**src/sv/assert_macros.svh**
```systemverilog
// Assertion macros shared by the repetition timing tester RTL.
// No dependencies; included by the modules that carry assertions.
`ifndef ASSERT_MACROS_SVH
`define ASSERT_MACROS_SVH

// Same-cycle implication, disabled while reset is asserted.
`define ASSERT_IMPLIES(label, clk, rst_n, a, b) \
  label: assert property (@(posedge clk) disable iff (!(rst_n)) (a) |-> (b)) \
    else $error("assertion failed: implication does not hold");

// Next-cycle implication, disabled while reset is asserted.
`define ASSERT_NEXT(label, clk, rst_n, a, b) \
  label: assert property (@(posedge clk) disable iff (!(rst_n)) (a) |=> (b)) \
    else $error("assertion failed: next-cycle implication does not hold");

`endif

```
**src/sv/rtt_pkg.sv**
```systemverilog
// Types and constants for the repetition timing tester.
// No dependencies; imported by every module of the block.
`default_nettype none

package rtt_pkg;

  localparam logic [1:0] OP_START = 2'd0;
  localparam logic [1:0] OP_BEGIN = 2'd1;
  localparam logic [1:0] OP_END   = 2'd2;
  localparam logic [1:0] OP_CHECK = 2'd3;

  localparam logic [1:0] MODE_IDLE     = 2'd0;
  localparam logic [1:0] MODE_RUNNING  = 2'd1;
  localparam logic [1:0] MODE_ERROR    = 2'd2;
  localparam logic [1:0] MODE_FINISHED = 2'd3;

  localparam logic [63:0] ALL_ONES = {64{1'b1}};

  typedef struct packed {
    logic [1:0]  operation;
    logic [63:0] timestamp;
  } in_item_t;

  typedef struct packed {
    logic [1:0]  mode;
    logic        still_running;
    logic        new_minimum;
    logic [63:0] repetition_count;
    logic [63:0] total_ticks;
    logic [63:0] min_ticks;
    logic [63:0] max_ticks;
  } out_item_t;

endpackage

`default_nettype wire

```
**src/sv/rtt_in_reg.sv**
```systemverilog
// Input register of the repetition timing tester.
// Depends on rtt_pkg; feeds rtt_engine.
`default_nettype none

module rtt_in_reg (
  input  wire logic              clk,
  input  wire logic              rst_n,
  input  wire logic              in_valid,
  output logic                   in_ready,
  input  wire rtt_pkg::in_item_t in_data,
  input  wire logic              take,
  output logic                   item_valid,
  output rtt_pkg::in_item_t      item
);
  import rtt_pkg::*;

  logic     valid_r;
  logic     valid_nxt;
  in_item_t item_r;

  assign in_ready   = !valid_r || take;
  assign item_valid = valid_r;
  assign item       = item_r;

  always_comb begin
    if (in_valid && in_ready) begin
      valid_nxt = 1'b1;
    end else if (take) begin
      valid_nxt = 1'b0;
    end else begin
      valid_nxt = valid_r;
    end
  end

  always_ff @(posedge clk) begin
    if (!rst_n) begin
      valid_r <= 1'b0;
    end else begin
      valid_r <= valid_nxt;
    end
  end

  always_ff @(posedge clk) begin
    if (in_valid && in_ready) begin
      item_r <= in_data;
    end
  end

endmodule

`default_nettype wire

```
**src/sv/rtt_engine.sv**
```systemverilog
// Run state, statistics update and result register of the repetition timing tester.
// Depends on rtt_pkg and assert_macros.svh; takes items from rtt_in_reg.
`default_nettype none

module rtt_engine (
  input  wire logic              clk,
  input  wire logic              rst_n,
  input  wire logic [63:0]       timeout_ticks,
  input  wire logic              item_valid,
  input  wire rtt_pkg::in_item_t item,
  output logic                   take,
  output logic                   out_valid,
  input  wire logic              out_ready,
  output rtt_pkg::out_item_t     out_data
);
  import rtt_pkg::*;
  `include "assert_macros.svh"

  logic [1:0]  mode_r,  mode_nxt;
  logic [31:0] open_r,  open_nxt;
  logic [31:0] close_r, close_nxt;
  logic [63:0] acc_r,   acc_nxt;
  logic [63:0] reps_r,  reps_nxt;
  logic [63:0] total_r, total_nxt;
  logic [63:0] min_r,   min_nxt;
  logic [63:0] max_r,   max_nxt;
  logic [63:0] wave_r,  wave_nxt;
  logic        fresh;
  logic [63:0] elapsed;
  logic        out_valid_r, out_valid_nxt;
  out_item_t   out_r;

  assign take      = item_valid && (!out_valid_r || out_ready);
  assign out_valid = out_valid_r;
  assign out_data  = out_r;
  assign elapsed   = item.timestamp - wave_r;

  always_comb begin
    mode_nxt  = mode_r;
    open_nxt  = open_r;
    close_nxt = close_r;
    acc_nxt   = acc_r;
    reps_nxt  = reps_r;
    total_nxt = total_r;
    min_nxt   = min_r;
    max_nxt   = max_r;
    wave_nxt  = wave_r;
    fresh     = 1'b0;
    case (item.operation)
      OP_START: begin
        if (mode_r == MODE_IDLE) begin
          mode_nxt = MODE_RUNNING;
          min_nxt  = ALL_ONES;
        end else if (mode_r == MODE_FINISHED) begin
          mode_nxt = MODE_RUNNING;
        end
        wave_nxt = item.timestamp;
      end
      OP_BEGIN: begin
        open_nxt = open_r + 32'd1;
        acc_nxt  = acc_r - item.timestamp;
      end
      OP_END: begin
        close_nxt = close_r + 32'd1;
        acc_nxt   = acc_r + item.timestamp;
      end
      OP_CHECK: begin
        if (mode_r == MODE_RUNNING) begin
          if (open_r != 32'd0) begin
            if (close_r != open_r) begin
              mode_nxt = MODE_ERROR;
            end else begin
              reps_nxt  = reps_r + 64'd1;
              total_nxt = total_r + acc_r;
              if (max_r < acc_r) begin
                max_nxt = acc_r;
              end
              if (min_r > acc_r) begin
                min_nxt  = acc_r;
                wave_nxt = item.timestamp;
                fresh    = 1'b1;
              end
              open_nxt  = 32'd0;
              close_nxt = 32'd0;
              acc_nxt   = 64'd0;
            end
          end
          // a new minimum restarts the wave clock, so no timeout then
          if (!fresh && (elapsed > timeout_ticks)) begin
            mode_nxt = MODE_FINISHED;
          end
        end
      end
      default: begin
      end
    endcase
  end

  always_ff @(posedge clk) begin
    if (!rst_n) begin
      mode_r  <= MODE_IDLE;
      open_r  <= 32'd0;
      close_r <= 32'd0;
      acc_r   <= 64'd0;
      reps_r  <= 64'd0;
      total_r <= 64'd0;
      min_r   <= 64'd0;
      max_r   <= 64'd0;
      wave_r  <= 64'd0;
    end else if (take) begin
      mode_r  <= mode_nxt;
      open_r  <= open_nxt;
      close_r <= close_nxt;
      acc_r   <= acc_nxt;
      reps_r  <= reps_nxt;
      total_r <= total_nxt;
      min_r   <= min_nxt;
      max_r   <= max_nxt;
      wave_r  <= wave_nxt;
    end
  end

  always_comb begin
    if (take) begin
      out_valid_nxt = 1'b1;
    end else if (out_ready) begin
      out_valid_nxt = 1'b0;
    end else begin
      out_valid_nxt = out_valid_r;
    end
  end

  always_ff @(posedge clk) begin
    if (!rst_n) begin
      out_valid_r <= 1'b0;
    end else begin
      out_valid_r <= out_valid_nxt;
    end
  end

  always_ff @(posedge clk) begin
    if (take) begin
      out_r.mode             <= mode_nxt;
      out_r.still_running    <= (mode_nxt == MODE_RUNNING);
      out_r.new_minimum      <= fresh;
      out_r.repetition_count <= reps_nxt;
      out_r.total_ticks      <= total_nxt;
      out_r.min_ticks        <= min_nxt;
      out_r.max_ticks        <= max_nxt;
    end
  end

  `ASSERT_IMPLIES(a_running_flag, clk, rst_n, out_valid_r, out_r.still_running == (out_r.mode == MODE_RUNNING))
  `ASSERT_IMPLIES(a_fresh_keeps_running, clk, rst_n, out_valid_r && out_r.new_minimum, out_r.mode == MODE_RUNNING)
  `ASSERT_IMPLIES(a_fresh_bounded, clk, rst_n, out_valid_r && out_r.new_minimum, out_r.min_ticks <= out_r.max_ticks)
  `ASSERT_NEXT(a_take_loads_result, clk, rst_n, take, out_valid_r)

endmodule

`default_nettype wire

```
**src/sv/repetition_timing_tester_top.sv**
```systemverilog
// Repetition timing tester: takes timestamped timing events, keeps min/max statistics.
// Channels: in_* carries one event (operation, timestamp) per transfer; out_*
// carries one result (mode and statistics after the event) per event; cfg_*
// writes the 64-bit timeout in ticks and is always ready.
// An accepted event lands in the input register; once the result register is free
// or being read, the event is folded into the run state and loads the result
// register. One event per cycle is sustained while the receiver takes every
// result: the input register and the result register both advance in the same cycle.
// When the receiver stalls the result holds and one more event can wait in the
// input register; in_ready then drops until the result is taken.
// Synchronous reset (rst_n low) clears mode to idle, all counts and statistics
// to zero and the timeout to zero; both registers come up empty.
// Configuration is to be written only while no event is in flight; the block does not enforce it.
// Depends on rtt_pkg, rtt_in_reg and rtt_engine.
`default_nettype none

module repetition_timing_tester_top (
  input  wire logic               clk,
  input  wire logic               rst_n,
  input  wire logic               in_valid,
  output logic                    in_ready,
  input  wire rtt_pkg::in_item_t  in_data,
  output logic                    out_valid,
  input  wire logic               out_ready,
  output rtt_pkg::out_item_t      out_data,
  input  wire logic               cfg_valid,
  output logic                    cfg_ready,
  input  wire logic [63:0]        cfg_data
);
  import rtt_pkg::*;

  logic [63:0] timeout_r;
  logic        item_valid;
  in_item_t    item;
  logic        take;

  assign cfg_ready = 1'b1;

  always_ff @(posedge clk) begin
    if (!rst_n) begin
      timeout_r <= 64'd0;
    end else if (cfg_valid && cfg_ready) begin
      timeout_r <= cfg_data;
    end
  end

  rtt_in_reg u_in_reg (
    .clk        (clk),
    .rst_n      (rst_n),
    .in_valid   (in_valid),
    .in_ready   (in_ready),
    .in_data    (in_data),
    .take       (take),
    .item_valid (item_valid),
    .item       (item)
  );

  rtt_engine u_engine (
    .clk           (clk),
    .rst_n         (rst_n),
    .timeout_ticks (timeout_r),
    .item_valid    (item_valid),
    .item          (item),
    .take          (take),
    .out_valid     (out_valid),
    .out_ready     (out_ready),
    .out_data      (out_data)
  );

endmodule

`default_nettype wire
```
**config.mk**
```make
export PLATFORM = sky130hd
export DESIGN_NAME = repetition_timing_tester_top
export DESIGN_NICKNAME = d
export VERILOG_FILES = /design/src/sv/rtt_pkg.sv /design/src/sv/rtt_in_reg.sv /design/src/sv/rtt_engine.sv /design/src/sv/repetition_timing_tester_top.sv
export VERILOG_INCLUDE_DIRS = /design/src /design/src/sv
export SDC_FILE = /design/constraint.sdc
export NUM_CORES = 2
export LEC_CHECK = 0
export BUFFER_PORTS_ARGS = -buffer_cell sky130_fd_sc_hd__buf_4
export CAP_MARGIN = 20
export CELL_PAD_IN_SITES_DETAIL_PLACEMENT = 2
export CELL_PAD_IN_SITES_GLOBAL_PLACEMENT = 2
export CORE_MARGIN = 2
export CORE_UTILIZATION = 35
export CTS_CLUSTER_SIZE = 8
export DETAILED_ROUTE_END_ITERATION = 7
export GPL_ROUTABILITY_DRIVEN = 0
export HOLD_SLACK_MARGIN = 0.12
export PLACE_DENSITY = 0.8
export SYNTH_ARGS = -nofsm -noshare
export SYNTH_HDL_FRONTEND = slang
export SYNTH_SLANG_ARGS = --single-unit
```
**constraint.sdc**
```tcl
create_clock -name clk -period 14 [get_ports clk]
set_clock_uncertainty 0.05 [all_clocks]
set_input_delay 2.8 -clock clk [delete_from_list [all_inputs] [get_ports clk]]
set_output_delay 2.8 -clock clk [all_outputs]
set_load 0.01 [all_outputs]
```
==> qor.txt <==
Die Height: 382.8 µm
CP startpoint kind: flip-flop
CP Class: reg -> reg
buffer depth of the longest clock path: 3
syn_area_per_cell: 8.928 µm²
Inserted Clock Buffers: 118
post-synthesis mux area share: 5.397%
buffers added on ports: 396
Initial Util: 35.38%
Wirelength per Cell: 23.41 µm
metal3 WL: 5813 µm
nets: 6,446
HPWL Detailed: 137,900 µm
DR top layer: met4
fmax: 127.2 MHz
Syn Inst Count: 5,624
largest family of logic cells by synthesized area: simple AND/OR/NAND/NOR gates
Clock Pin Slew Worst Setup and Hold Paths: 0.06 ns
post-route cell area: 58,460 µm²
RSZ-0062 raised after global routing: false
DRT antenna net count: 0
yosys warns: 0
share of cells above drive strength 1: 11.55%
fin crit share: 56.14%
most numerous cell in the Yosys netlist: nor2_1
Post-Layout Cell Count: 7,898
P&R area growth vs syn: 16.43%
Site Rows: 138
PwrDens: 112.1 nW/µm²
Synth Area in XOR/XNOR: 7.625%
wire length on met2: 90,070 µm
CTS tree: done
Post-CTS Setup Repair Bufs: 0
metal1 wirelength: 84,970 µm
largest net degree at the start of global routing: 94
H-tree depth: 3
status: finished clean
synth unique cells: 91
multi-input logic area: 28,050 µm²
Maximum Capacitance Violations: 0
Synth area leaders: dfxtp_1, edfxtp_1, ha_1
clk_lat worst skew: 0.76 ns
Final TNS setup: 0 ns
number of synthesized flops with an enable pin: 326
Setup-failing EPs final: 0
die width: 382.8 µm
Max Slew Vio Count: 0
asr flop ratio synth: 0%
Placed Area: 54,980 µm²
Via Count: 43,750
Commonest cells post-synth: nor2_1, nand2_1, dfxtp_1, a21oi_1, ha_1
Overflow after GRT: 0
DRT Pass-1 Iters: 5
Hold Crit Class: reg -> reg
Core Util, Final: 41.19%
area occupied by registers: 20,120 µm²
# placed instances: 7,688
DRC: 0
post-synth top area cell: dfxtp_1
Synth Flop Type: dfxtp_1
critical path arrival: 8.28 ns
simple-gate area share of the yosys netlist: 16.57%
Max IR drop VDD: 98.16 µV
first-pass GRT wire length: 285,200 µm
total track usage: 24.74%
Fillers: 15,700
DR vias/cell: 5.539
Synth Area in Compound Gates: 16.28%
CTS Root Cell: clkbuf_16
Post-Syn Area: 50,210 µm²
Post-CTS Resized: 0
worst-path fanout max: 5
Top Ports: 398
vias in the first global route: 47,440
max_slew headroom: 28.25%
Clock Sinks: 842
Syn Nets: 6,151
Worst-Margin Slew: 1.076 ns
Routed WL: 184,900 µm
initial antenna violation count: 3
register area share after synthesis: 40.07%
hold buffers post-CTS: 0
die area: 146,500 µm²
Hold WS: 0.4368 ns
Leakage: 23.17 nW
Yosys top cell area share: 20.57%
final hold viol count: 0
core area: 141,900 µm²
#FFs+latches synth: 842
Starting DRT DRC Count: 2,217
Data required, critical path: 14.42 ns
synthesized-area fraction occupied by adder cells: 9.813%
Worst Setup End Kind: flip-flop
crit path time final: 7.860 ns
-- cell families (layout without fill, tap and decap cells) --
family / count (synthesis) / count (layout)
mux: 262 / 262
fa+ha+maj: 392 / 392
buf+inv: 557 / 940
flops: 842 / 842
compound gates: 1289 / 1289
xor+xnor: 435 / 435
simple gates: 1846 / 1846
other cells: 1 / 2
-- metrics by stage --
stage	setup WS, ns	power (W)
after floorplan	2.318	0.003441
after global placement	6.489	0.003785
after detailed placement	6.169	0.003840
after CTS	5.994	0.006626
after global routing	5.568	0.006825
final	6.140	0.006553
-- sequential cells by signal, indices dropped and copies added (netlist names) --
signal               count
u_in_reg.item           66
u_engine.close_r        32
u_engine.out_valid       1
u_engine.mode_r          2
u_engine.open_r         32
u_engine.max_r          64
u_engine.min_r          64
u_engine.wave_r         64
u_engine.reps_r         64
timeout_r               64
u_engine.out_data      260
u_in_reg.item_valid      1
u_engine.total_r        64
u_engine.acc_r          64
-- routing by layer --
metal	vias to the layer above	global-route usage (%)
met3	215	2.572
met1	22060	32.74
met2	854	43.23
li1	20610	-
met4	0	5.577
met5	-	0
-- layout make-up --
type,instances,area share [%]
multi-input combinational,4225,47.99
sequential,842,34.41
timing repair buffer,451,5.819
clock buffer,200,5.719
tap,1890,4.045
inverter,281,1.830
clock inverter,8,0.1819
antenna,1,0.004280
-- critical path: stages, from the launching register on --
cell and delay [ns]:
edfxtp_1 0.46, inv_1 0.13, ha_1 0.20, inv_1 0.08, fa_1 0.43, a211oi_1 0.25
nor2_1 0.15, o211ai_1 0.28, nand3_1 0.27, a311o_1 0.39, a311oi_1 0.41, o21ai_0 0.31
a31oi_1 0.36, o21a_1 0.22, o21ai_0 0.10, xor2_1 0.16, ha_1 0.31, nand4_1 0.13
nor4_1 0.72, nand3_1 0.21, nor2_1 0.21, o21a_1 0.15, a211o_1 0.09, nor4_1 0.04
a211oi_1 0.85, nor3_1 0.15, nor3_1 0.36, nor2b_1 0.11
-- power breakdown --
group	internal, W	switching, W
Sequential	0.00264	0.000101
Clock	0.00160	0.00115
Combinational	0.000407	0.000655
Total	0.00465	0.00190
-- cells in the final DEF (no fill, tap or decap), types with 34 or more instances in the layout --
cell type  synthesis  routed
nor2_1           727     725
nand2_1          524     523
dfxtp_1          516     516
buf_4              1     449
a21oi_1          409     408
ha_1             389     388
edfxtp_1         326     326
o21ai_0          288     288
inv_1            280     279
xnor2_1          239     239
xor2_1           195     195
mux2i_1          195     195
a21o_1           187     187
nand3_1          121     121
clkbuf_16          0     120
nand4_1          104     104
nor3_1            99      96
clkbuf_1         231      76
a311oi_1          68      68
mux2_2            66      66
and3_1            46      46
or3_1             44      43
o21a_1            40      40
a31oi_1           38      38
nor4_1            36      36
nor2b_1           34      34
o21bai_1          34      34
-- path summary, 6_finish.rpt --
check        cells after the start                     end  slack (ns)            startpoint
max                             27  u_engine.out_data[257]        6.14      u_in_reg.item[0]
min                              2    u_engine.total_r[52]        0.44  u_engine.total_r[52]
max reg2reg                     27  u_engine.out_data[257]        6.14      u_in_reg.item[0]
min reg2reg                      2    u_engine.total_r[52]        0.44  u_engine.total_r[52]
Power figures use the tool's default switching activity.
